[config.mk]
export PLATFORM = sky130hd
export DESIGN_NAME = hitmap_binary_tree_encoder
export DESIGN_NICKNAME = d
export VERILOG_FILES = /design/src/rtl/hbte_pkg.sv /design/src/rtl/hitmap_binary_tree_encoder.sv
export SDC_FILE = /design/constraint.sdc
export NUM_CORES = 1
export LEC_CHECK = 0
export ABC_AREA = 1
export ABC_CLOCK_PERIOD_IN_PS = 5300
export BUFFER_PORTS_ARGS = -buffer_cell sky130_fd_sc_hd__buf_2
export CAP_MARGIN = 0
export CORE_MARGIN = 2
export CORE_UTILIZATION = 25
export CTS_BUF_LIST = sky130_fd_sc_hd__clkbuf_4 sky130_fd_sc_hd__clkbuf_8
export DETAILED_ROUTE_END_ITERATION = 10
export GPL_TIMING_DRIVEN = 0
export PLACE_DENSITY_LB_ADDON = 0.05
export SLEW_MARGIN = 10
export SYNTH_ARGS = -nofsm -noshare
export SYNTH_HDL_FRONTEND = slang
export SYNTH_SLANG_ARGS = --single-unit
[constraint.sdc]
create_clock -name clk -period 5.3 [get_ports clk]
set_input_delay 0.265 -clock clk [delete_from_list [all_inputs] [get_ports clk]]
set_output_delay 0.265 -clock clk [all_outputs]
set_load 0.01 [all_outputs]
[src/rtl/hbte_pkg.sv]
// ============================================================================
// hbte_pkg: shared types and helpers for the hit-map binary-tree encoder
// Node codes and the field widths used by the encoder pipeline.
// ============================================================================
package hbte_pkg;

    localparam int MaskWidth   = 16;
    localparam int CodeWidth   = 30;
    localparam int LengthWidth = 5;
    localparam int NumPairs    = 8;
    localparam int NumLeaves   = 16;

    // Two-bit node codes for a node with its first child hit, and the empty code.
    localparam logic [1:0] CodeFirstOnly = 2'h2;
    localparam logic [1:0] CodeBoth      = 2'h3;
    localparam logic [1:0] CodeNone      = 2'h0;

    // One emitted node: code bits (LSB first) and how many of them count.
    typedef struct packed {
        logic [1:0] val;
        logic [1:0] len;
    } node_t;

    // A node emits nothing for no children, a single zero bit for only the
    // second child, and two bits otherwise.
    function automatic node_t node_code(input logic first, input logic second);
        node_t n;
        begin
            n.val = CodeNone;
            n.len = 2'd0;
            if (first)
            begin
                n.val = second ? CodeBoth : CodeFirstOnly;
                n.len = 2'd2;
            end
            else if (second)
            begin
                n.val = CodeNone;
                n.len = 2'd1;
            end
            return n;
        end
    endfunction

endpackage

[src/rtl/hitmap_binary_tree_encoder.sv]
// ============================================================================
// hitmap_binary_tree_encoder: binary-tree code for a 4x4 quarter-core hit map
// Turns a 16-pixel hit mask into a packed variable-length tree code and its
// length, through a six-stage pipeline that takes one mask every cycle.
// ============================================================================
//
//  Channel   Ports                          Handshake
//  -------   -----------------------------  ---------------------------------
//  input     hit_mask                       beat taken when start && !busy
//  result    tree_code, code_length         beat shown for one cycle by done
//
// A mask captured at an accepting edge passes through six register stages:
// capture, node codes, three levels of the concatenation tree, and the
// output register behind the last level. Done is high for exactly the cycle
// in which its result shows up on the result ports.
// One mask can enter every cycle; the receiver cannot stall, so busy stays low.
// Reset clears the valid bits of every stage; payload registers are not reset.

module hitmap_binary_tree_encoder (
    input  logic                                 clk,
    input  logic                                 rst_n,
    input  logic                                 start,
    output logic                                 busy,
    input  logic [hbte_pkg::MaskWidth-1:0]       hit_mask,
    output logic                                 done,
    output logic [hbte_pkg::CodeWidth-1:0]       tree_code,
    output logic [hbte_pkg::LengthWidth-1:0]     code_length
);

    // Valid bits, one per pipeline stage.
    logic v0_reg, v1_reg, v2_reg, v3_reg, v4_reg, v5_reg;

    // Stage 0: captured mask.
    logic [hbte_pkg::MaskWidth-1:0] mask_reg;

    // Stage 1: the 15 node codes in emission order, plus one empty leaf so the
    // concatenation tree is a full binary tree.
    hbte_pkg::node_t leaf_reg  [hbte_pkg::NumLeaves];
    hbte_pkg::node_t leaf_next [hbte_pkg::NumLeaves];

    // Stages 2 to 4: partial concatenations, each group holds its code bits
    // packed from bit zero and its length.
    logic [3:0]  g2_val_reg  [8];
    logic [2:0]  g2_len_reg  [8];
    logic [3:0]  g2_val_next [8];
    logic [2:0]  g2_len_next [8];
    logic [7:0]  g3_val_reg  [4];
    logic [3:0]  g3_len_reg  [4];
    logic [7:0]  g3_val_next [4];
    logic [3:0]  g3_len_next [4];
    logic [15:0] g4_val_reg  [2];
    logic [4:0]  g4_len_reg  [2];
    logic [15:0] g4_val_next [2];
    logic [4:0]  g4_len_next [2];

    // Stage 5: output register.
    logic [hbte_pkg::CodeWidth-1:0]   tree_code_reg;
    logic [hbte_pkg::LengthWidth-1:0] code_length_reg;
    logic [hbte_pkg::CodeWidth-1:0]   tree_code_next;
    logic [hbte_pkg::LengthWidth-1:0] code_length_next;

    // Pair, quarter and half flags of the captured mask.
    logic [hbte_pkg::NumPairs-1:0] pair_top;
    logic [hbte_pkg::NumPairs-1:0] pair_bot;
    logic [hbte_pkg::NumPairs-1:0] pair_any;
    logic [3:0]                    quarter_any;
    logic [1:0]                    half_any;

    logic [31:0] final_val;
    logic [5:0]  final_len;

    assign busy = 1'b0;

    // Pair p covers the top pixel at mask bit 14-2p and the bottom one at
    // bit 15-2p.
    always_comb
    begin
        for (int p = 0; p < hbte_pkg::NumPairs; p++)
        begin
            pair_top[p] = mask_reg[14 - 2 * p];
            pair_bot[p] = mask_reg[15 - 2 * p];
            pair_any[p] = pair_top[p] | pair_bot[p];
        end
        for (int q = 0; q < 4; q++)
        begin
            quarter_any[q] = pair_any[2 * q + 1] | pair_any[2 * q];
        end
        for (int h = 0; h < 2; h++)
        begin
            half_any[h] = quarter_any[2 * h + 1] | quarter_any[2 * h];
        end
    end

    // Node codes in emission order: four pairs, the two s3 nodes and the s2
    // node of the first half, the same for the second half, then s1.
    always_comb
    begin
        for (int p = 0; p < 4; p++)
        begin
            leaf_next[p]     = hbte_pkg::node_code(pair_top[p], pair_bot[p]);
            leaf_next[p + 7] = hbte_pkg::node_code(pair_top[p + 4], pair_bot[p + 4]);
        end
        leaf_next[4]  = hbte_pkg::node_code(pair_any[1], pair_any[0]);
        leaf_next[5]  = hbte_pkg::node_code(pair_any[3], pair_any[2]);
        leaf_next[6]  = hbte_pkg::node_code(quarter_any[1], quarter_any[0]);
        leaf_next[11] = hbte_pkg::node_code(pair_any[5], pair_any[4]);
        leaf_next[12] = hbte_pkg::node_code(pair_any[7], pair_any[6]);
        leaf_next[13] = hbte_pkg::node_code(quarter_any[3], quarter_any[2]);
        leaf_next[14] = hbte_pkg::node_code(half_any[1], half_any[0]);
        leaf_next[15] = hbte_pkg::node_code(1'b0, 1'b0);
    end

    // Each tree level appends the right group behind the left one by shifting
    // it up by the left group's length.
    always_comb
    begin
        for (int g = 0; g < 8; g++)
        begin
            g2_val_next[g] = {2'b00, leaf_reg[2 * g].val}
                           | ({2'b00, leaf_reg[2 * g + 1].val} << leaf_reg[2 * g].len);
            g2_len_next[g] = {1'b0, leaf_reg[2 * g].len} + {1'b0, leaf_reg[2 * g + 1].len};
        end
        for (int g = 0; g < 4; g++)
        begin
            g3_val_next[g] = {4'h0, g2_val_reg[2 * g]}
                           | ({4'h0, g2_val_reg[2 * g + 1]} << g2_len_reg[2 * g]);
            g3_len_next[g] = {1'b0, g2_len_reg[2 * g]} + {1'b0, g2_len_reg[2 * g + 1]};
        end
        for (int g = 0; g < 2; g++)
        begin
            g4_val_next[g] = {8'h00, g3_val_reg[2 * g]}
                           | ({8'h00, g3_val_reg[2 * g + 1]} << g3_len_reg[2 * g]);
            g4_len_next[g] = {1'b0, g3_len_reg[2 * g]} + {1'b0, g3_len_reg[2 * g + 1]};
        end
        // The full code never passes 30 bits, so the top bits of the sum and
        // of the shifted word are always zero.
        final_val        = {16'h0000, g4_val_reg[0]} | ({16'h0000, g4_val_reg[1]} << g4_len_reg[0]);
        final_len        = {1'b0, g4_len_reg[0]} + {1'b0, g4_len_reg[1]};
        tree_code_next   = final_val[hbte_pkg::CodeWidth-1:0];
        code_length_next = final_len[hbte_pkg::LengthWidth-1:0];
    end

    // Valid bits travel alongside the data.
    always_ff @(posedge clk or negedge rst_n)
    begin
        if (!rst_n)
        begin
            v0_reg <= 1'b0;
            v1_reg <= 1'b0;
            v2_reg <= 1'b0;
            v3_reg <= 1'b0;
            v4_reg <= 1'b0;
            v5_reg <= 1'b0;
        end
        else
        begin
            v0_reg <= start & ~busy;
            v1_reg <= v0_reg;
            v2_reg <= v1_reg;
            v3_reg <= v2_reg;
            v4_reg <= v3_reg;
            v5_reg <= v4_reg;
        end
    end

    // Payload registers load only when their stage takes a valid beat.
    always_ff @(posedge clk)
    begin
        if (start & ~busy)
        begin
            mask_reg <= hit_mask;
        end
        if (v0_reg)
        begin
            leaf_reg <= leaf_next;
        end
        if (v1_reg)
        begin
            g2_val_reg <= g2_val_next;
            g2_len_reg <= g2_len_next;
        end
        if (v2_reg)
        begin
            g3_val_reg <= g3_val_next;
            g3_len_reg <= g3_len_next;
        end
        if (v3_reg)
        begin
            g4_val_reg <= g4_val_next;
            g4_len_reg <= g4_len_next;
        end
        if (v4_reg)
        begin
            tree_code_reg   <= tree_code_next;
            code_length_reg <= code_length_next;
        end
    end

    assign done        = v5_reg;
    assign tree_code   = tree_code_reg;
    assign code_length = code_length_reg;

endmodule

==> run metrics <==
result of the run completed; largest net degree at the start of global routing 62; area share of fa/ha/maj cells after synthesis 5.34%; GRT Residual Overflow 0; estimated wirelength of the detail-placed design 20800 µm; wire length of the first global-routing pass 44500 µm; worst slack after detailed placement 3410 ps; latest clock arrival within the worst-skew pair 630 ps; kind of critical path flop to flop; initial antenna violation count 0; Buffers & Inverters on Critical Path 3; share of cell area taken by muxes after synthesis 0%; Placed Cells incl. Taps 1814; final critical-path setup slack 3460 ps; share of final-layout standard cells stronger than drive strength 1 17.1%; final count of hold timing violations 0; Avg Synthesized Cell Area 11.2 µm²; cell with the most instances on the worst path sky130_fd_sc_hd__nand3_1; data arrival time of the critical path 2190 ps; post-synth net total 1155; placeable core area 0.0487 mm²; largest clock skew in the final design 33.7 ps; top library cells by usage in the layout, fill and taps aside 254 x sky130_fd_sc_hd__edfxtp_1, 249 x sky130_fd_sc_hd__nand2_1, 122 x sky130_fd_sc_hd__nand3_1; worst hold path type primary input to flop; total standard cell area after synthesis 0.0123 mm²; reg2reg start g4_len_reg[6]; total power divided by cell area 406 mW/mm²; detailed-route vias per instance 4.02; worst min-delay path endpoint mask_reg[7]; Bufs on Longest Clock Path 3; Die X 226 µm; number of max-cap violations 0; final slew viol count 0; Sum Neg Setup Slack 0 ps; number of storage elements in the synthesis netlist 260; endpoint class of the critical path flop; number of optimization iterations in the first detailed-route pass 4; maximum VDD drop 0.000145 V; measured slew at the worst slew-check pin 752 ps; row cnt 81; fraction of synthesized cell area in xor and xnor cells 0.856%; quantity of I/O buffers inserted on ports 54; post-CTS sizing 0; Compound-Gate Fraction of Synth Area 7.05%; share of the yosys chip area belonging to registers 63.3%; Routability Congestion 0.821; H-tree Lvls 2; number of flip-flops in the largest register 60; Post-Layout Cell Count 1921; most common cell after layout, fill and taps aside sky130_fd_sc_hd__edfxtp_1; reg-to-reg setup timing slack 3460 ps; share of the core filled with cells in the final layout 30.0%; peak per-stage delay on the critical path 510 ps; headroom to the max-slew limit 49.9%; vias in the first global route 7981; 1st-iter DRT viols 334; total clock buffers created by CTS 50; terminus of the critical flop-to-flop path tree_code[9]; average routed wire per standard cell 14.5 µm; number of setup violations in the final report 0; Filler Cells Inserted 5021; required time at the worst-slack endpoint 5650 ps; peak fanout along the critical path 10; area grow syn2layout 19.3%; final wirelength 27900 µm; CTS tree done; post-layout total power 5.94 mW; cell depth of the worst min-delay path 2; number of cells on the worst reg-to-reg path 8; ordered list of cells on the worst path buf_6, inv_4, buf_6, nand3_1, nand3_1, nand3_1, nand3_1, nand2_1; RSZ-0062 raised after global routing false; Netlist cell types 42; gate family responsible for the most delay along the worst path simple AND/OR/NAND/NOR gates; buffer cell driving the clock tree root sky130_fd_sc_hd__clkbuf_8; crit share post-route 34.7%; count of synthesis-stage warnings from yosys 0; vias 7732; maximum clock rate 543 MHz; number of clock sinks 260; minimum clock period after layout 1840 ps; static leakage 5.99 nW; starting density of the core 25.2%; Total Routing Usage GR 11.4%; vertical extent of the die 226 µm; final net count 1284; remaining routing DRC violations 0; Post-Syn Instances 1092; Worst path slowest cell sky130_fd_sc_hd__edfxtp_1; I/O pin count 56; CTS clock-pin slew for the worst setup and hold paths 60 ps; startpoint type of the worst setup path flop; DIE AREA 0.0509 mm²; main combinational cell family by area after synthesis simple AND/OR/NAND/NOR gates; simple-gate share of the synthesized area 17.8%; remaining antenna violation count after routing 0; worst hold path startpoint hit_mask[7]
-- synth_stat cells, drive strengths merged --
master,n,share of area [%]
xnor2,6,0.43
a21o,3,0.18
conb,1,0.031
buf,24,1.5
or2,11,0.56
clkbuf,5,0.16
clkinv,5,0.15
dfrtp,6,1.2
and2,3,0.15
edfxtp,254,62
nand2,261,8.5
a31oi,1,0.051
o21bai,39,2.4
o211ai,11,0.67
nand4,5,0.25
nor2,63,2.0
a21oi,19,0.81
fa,14,2.3
inv,120,3.7
ha,30,3.1
xor2,6,0.43
o22ai,6,0.31
nand3,140,6.4
o21ai,56,2.4
a31o,3,0.21
-- worst max path at each step --
stage	start	end	slack [ps]	cells after the start
3_3_place_gp	v0_reg	leaf_reg[63]	2770	0
3_5_place_dp	g4_len_reg[6]	tree_code[9]	3410	8
5_1_grt	g4_len_reg[6]	tree_code[9]	3300	8
6_report	g4_len_reg[6]	tree_code[9]	3460	8
2_1_floorplan	v0_reg	leaf_reg[10]	3370	0
4_1_cts	g4_len_reg[6]	tree_code[9]	3410	8
-- per-stage QoR --
| step | hold WS, ps | cell area [µm²] |
|---|---|---|
| final | 343 | 14600 |
| after global routing | 288 | 14600 |
| after CTS | 246 | 14600 |
| after detailed placement | 148 | 13500 |
| after global placement | 149 | 13400 |
| after floorplan | -30.6 | 12300 |
-- where the power goes --
group / leakage, nW / switching, mW / total, mW / internal [mW]
combinational: 2.92 / 0.809 / 1.26 / 0.447
clock: 0.507 / 0.873 / 1.95 / 1.07
sequential: 2.56 / 0.147 / 2.74 / 2.59
-- worst reg2reg max path, stage by stage, from the launching register on --
cell	delay (ps)
sky130_fd_sc_hd__edfxtp_1	510
sky130_fd_sc_hd__buf_6	210
sky130_fd_sc_hd__inv_4	130
sky130_fd_sc_hd__buf_6	180
sky130_fd_sc_hd__nand3_1	110
sky130_fd_sc_hd__nand3_1	110
sky130_fd_sc_hd__nand3_1	110
sky130_fd_sc_hd__nand3_1	130
sky130_fd_sc_hd__nand2_1	80
-- per-layer routing --
metal  global-route usage, %  up-vias  wire (µm)
li1                        -     4030          -
met2                    17.9      159      12500
met4                    5.66        0       1000
met5                       0        -          0
met3                    2.46       62       1200
met1                    15.0     3481      13200
-- cell type report --
cell class              instances  area (µm²)  area share, %
plain buffers                  29         201           1.38
repair buffers                 77         548           3.74
clock buffers                  61         783           5.35
well taps                     664         831           5.67
clock inverters                26         191           1.31
multi-input cells             678        3820           26.1
inverters                     125         479           3.27
diodes                          1        2.50         0.0171
flip-flops and latches        260        7790           53.2
-- what timing repair did --
action | CTS | global route
endpoints found under the hold margin | 23 | 0
hold buffers | 19 | 0
setup buffers | 0 | 0
-- kinds of logic after synthesis --
group	count (synthesis)
buffers and inverters	154
flip-flops	260
AND/OR/NAND/NOR	483
AO/OA/AOI/OAI	138
other	1
adder cells (fa/ha/maj)	44
XOR/XNOR	12
Power figures use the tool's default switching activity.
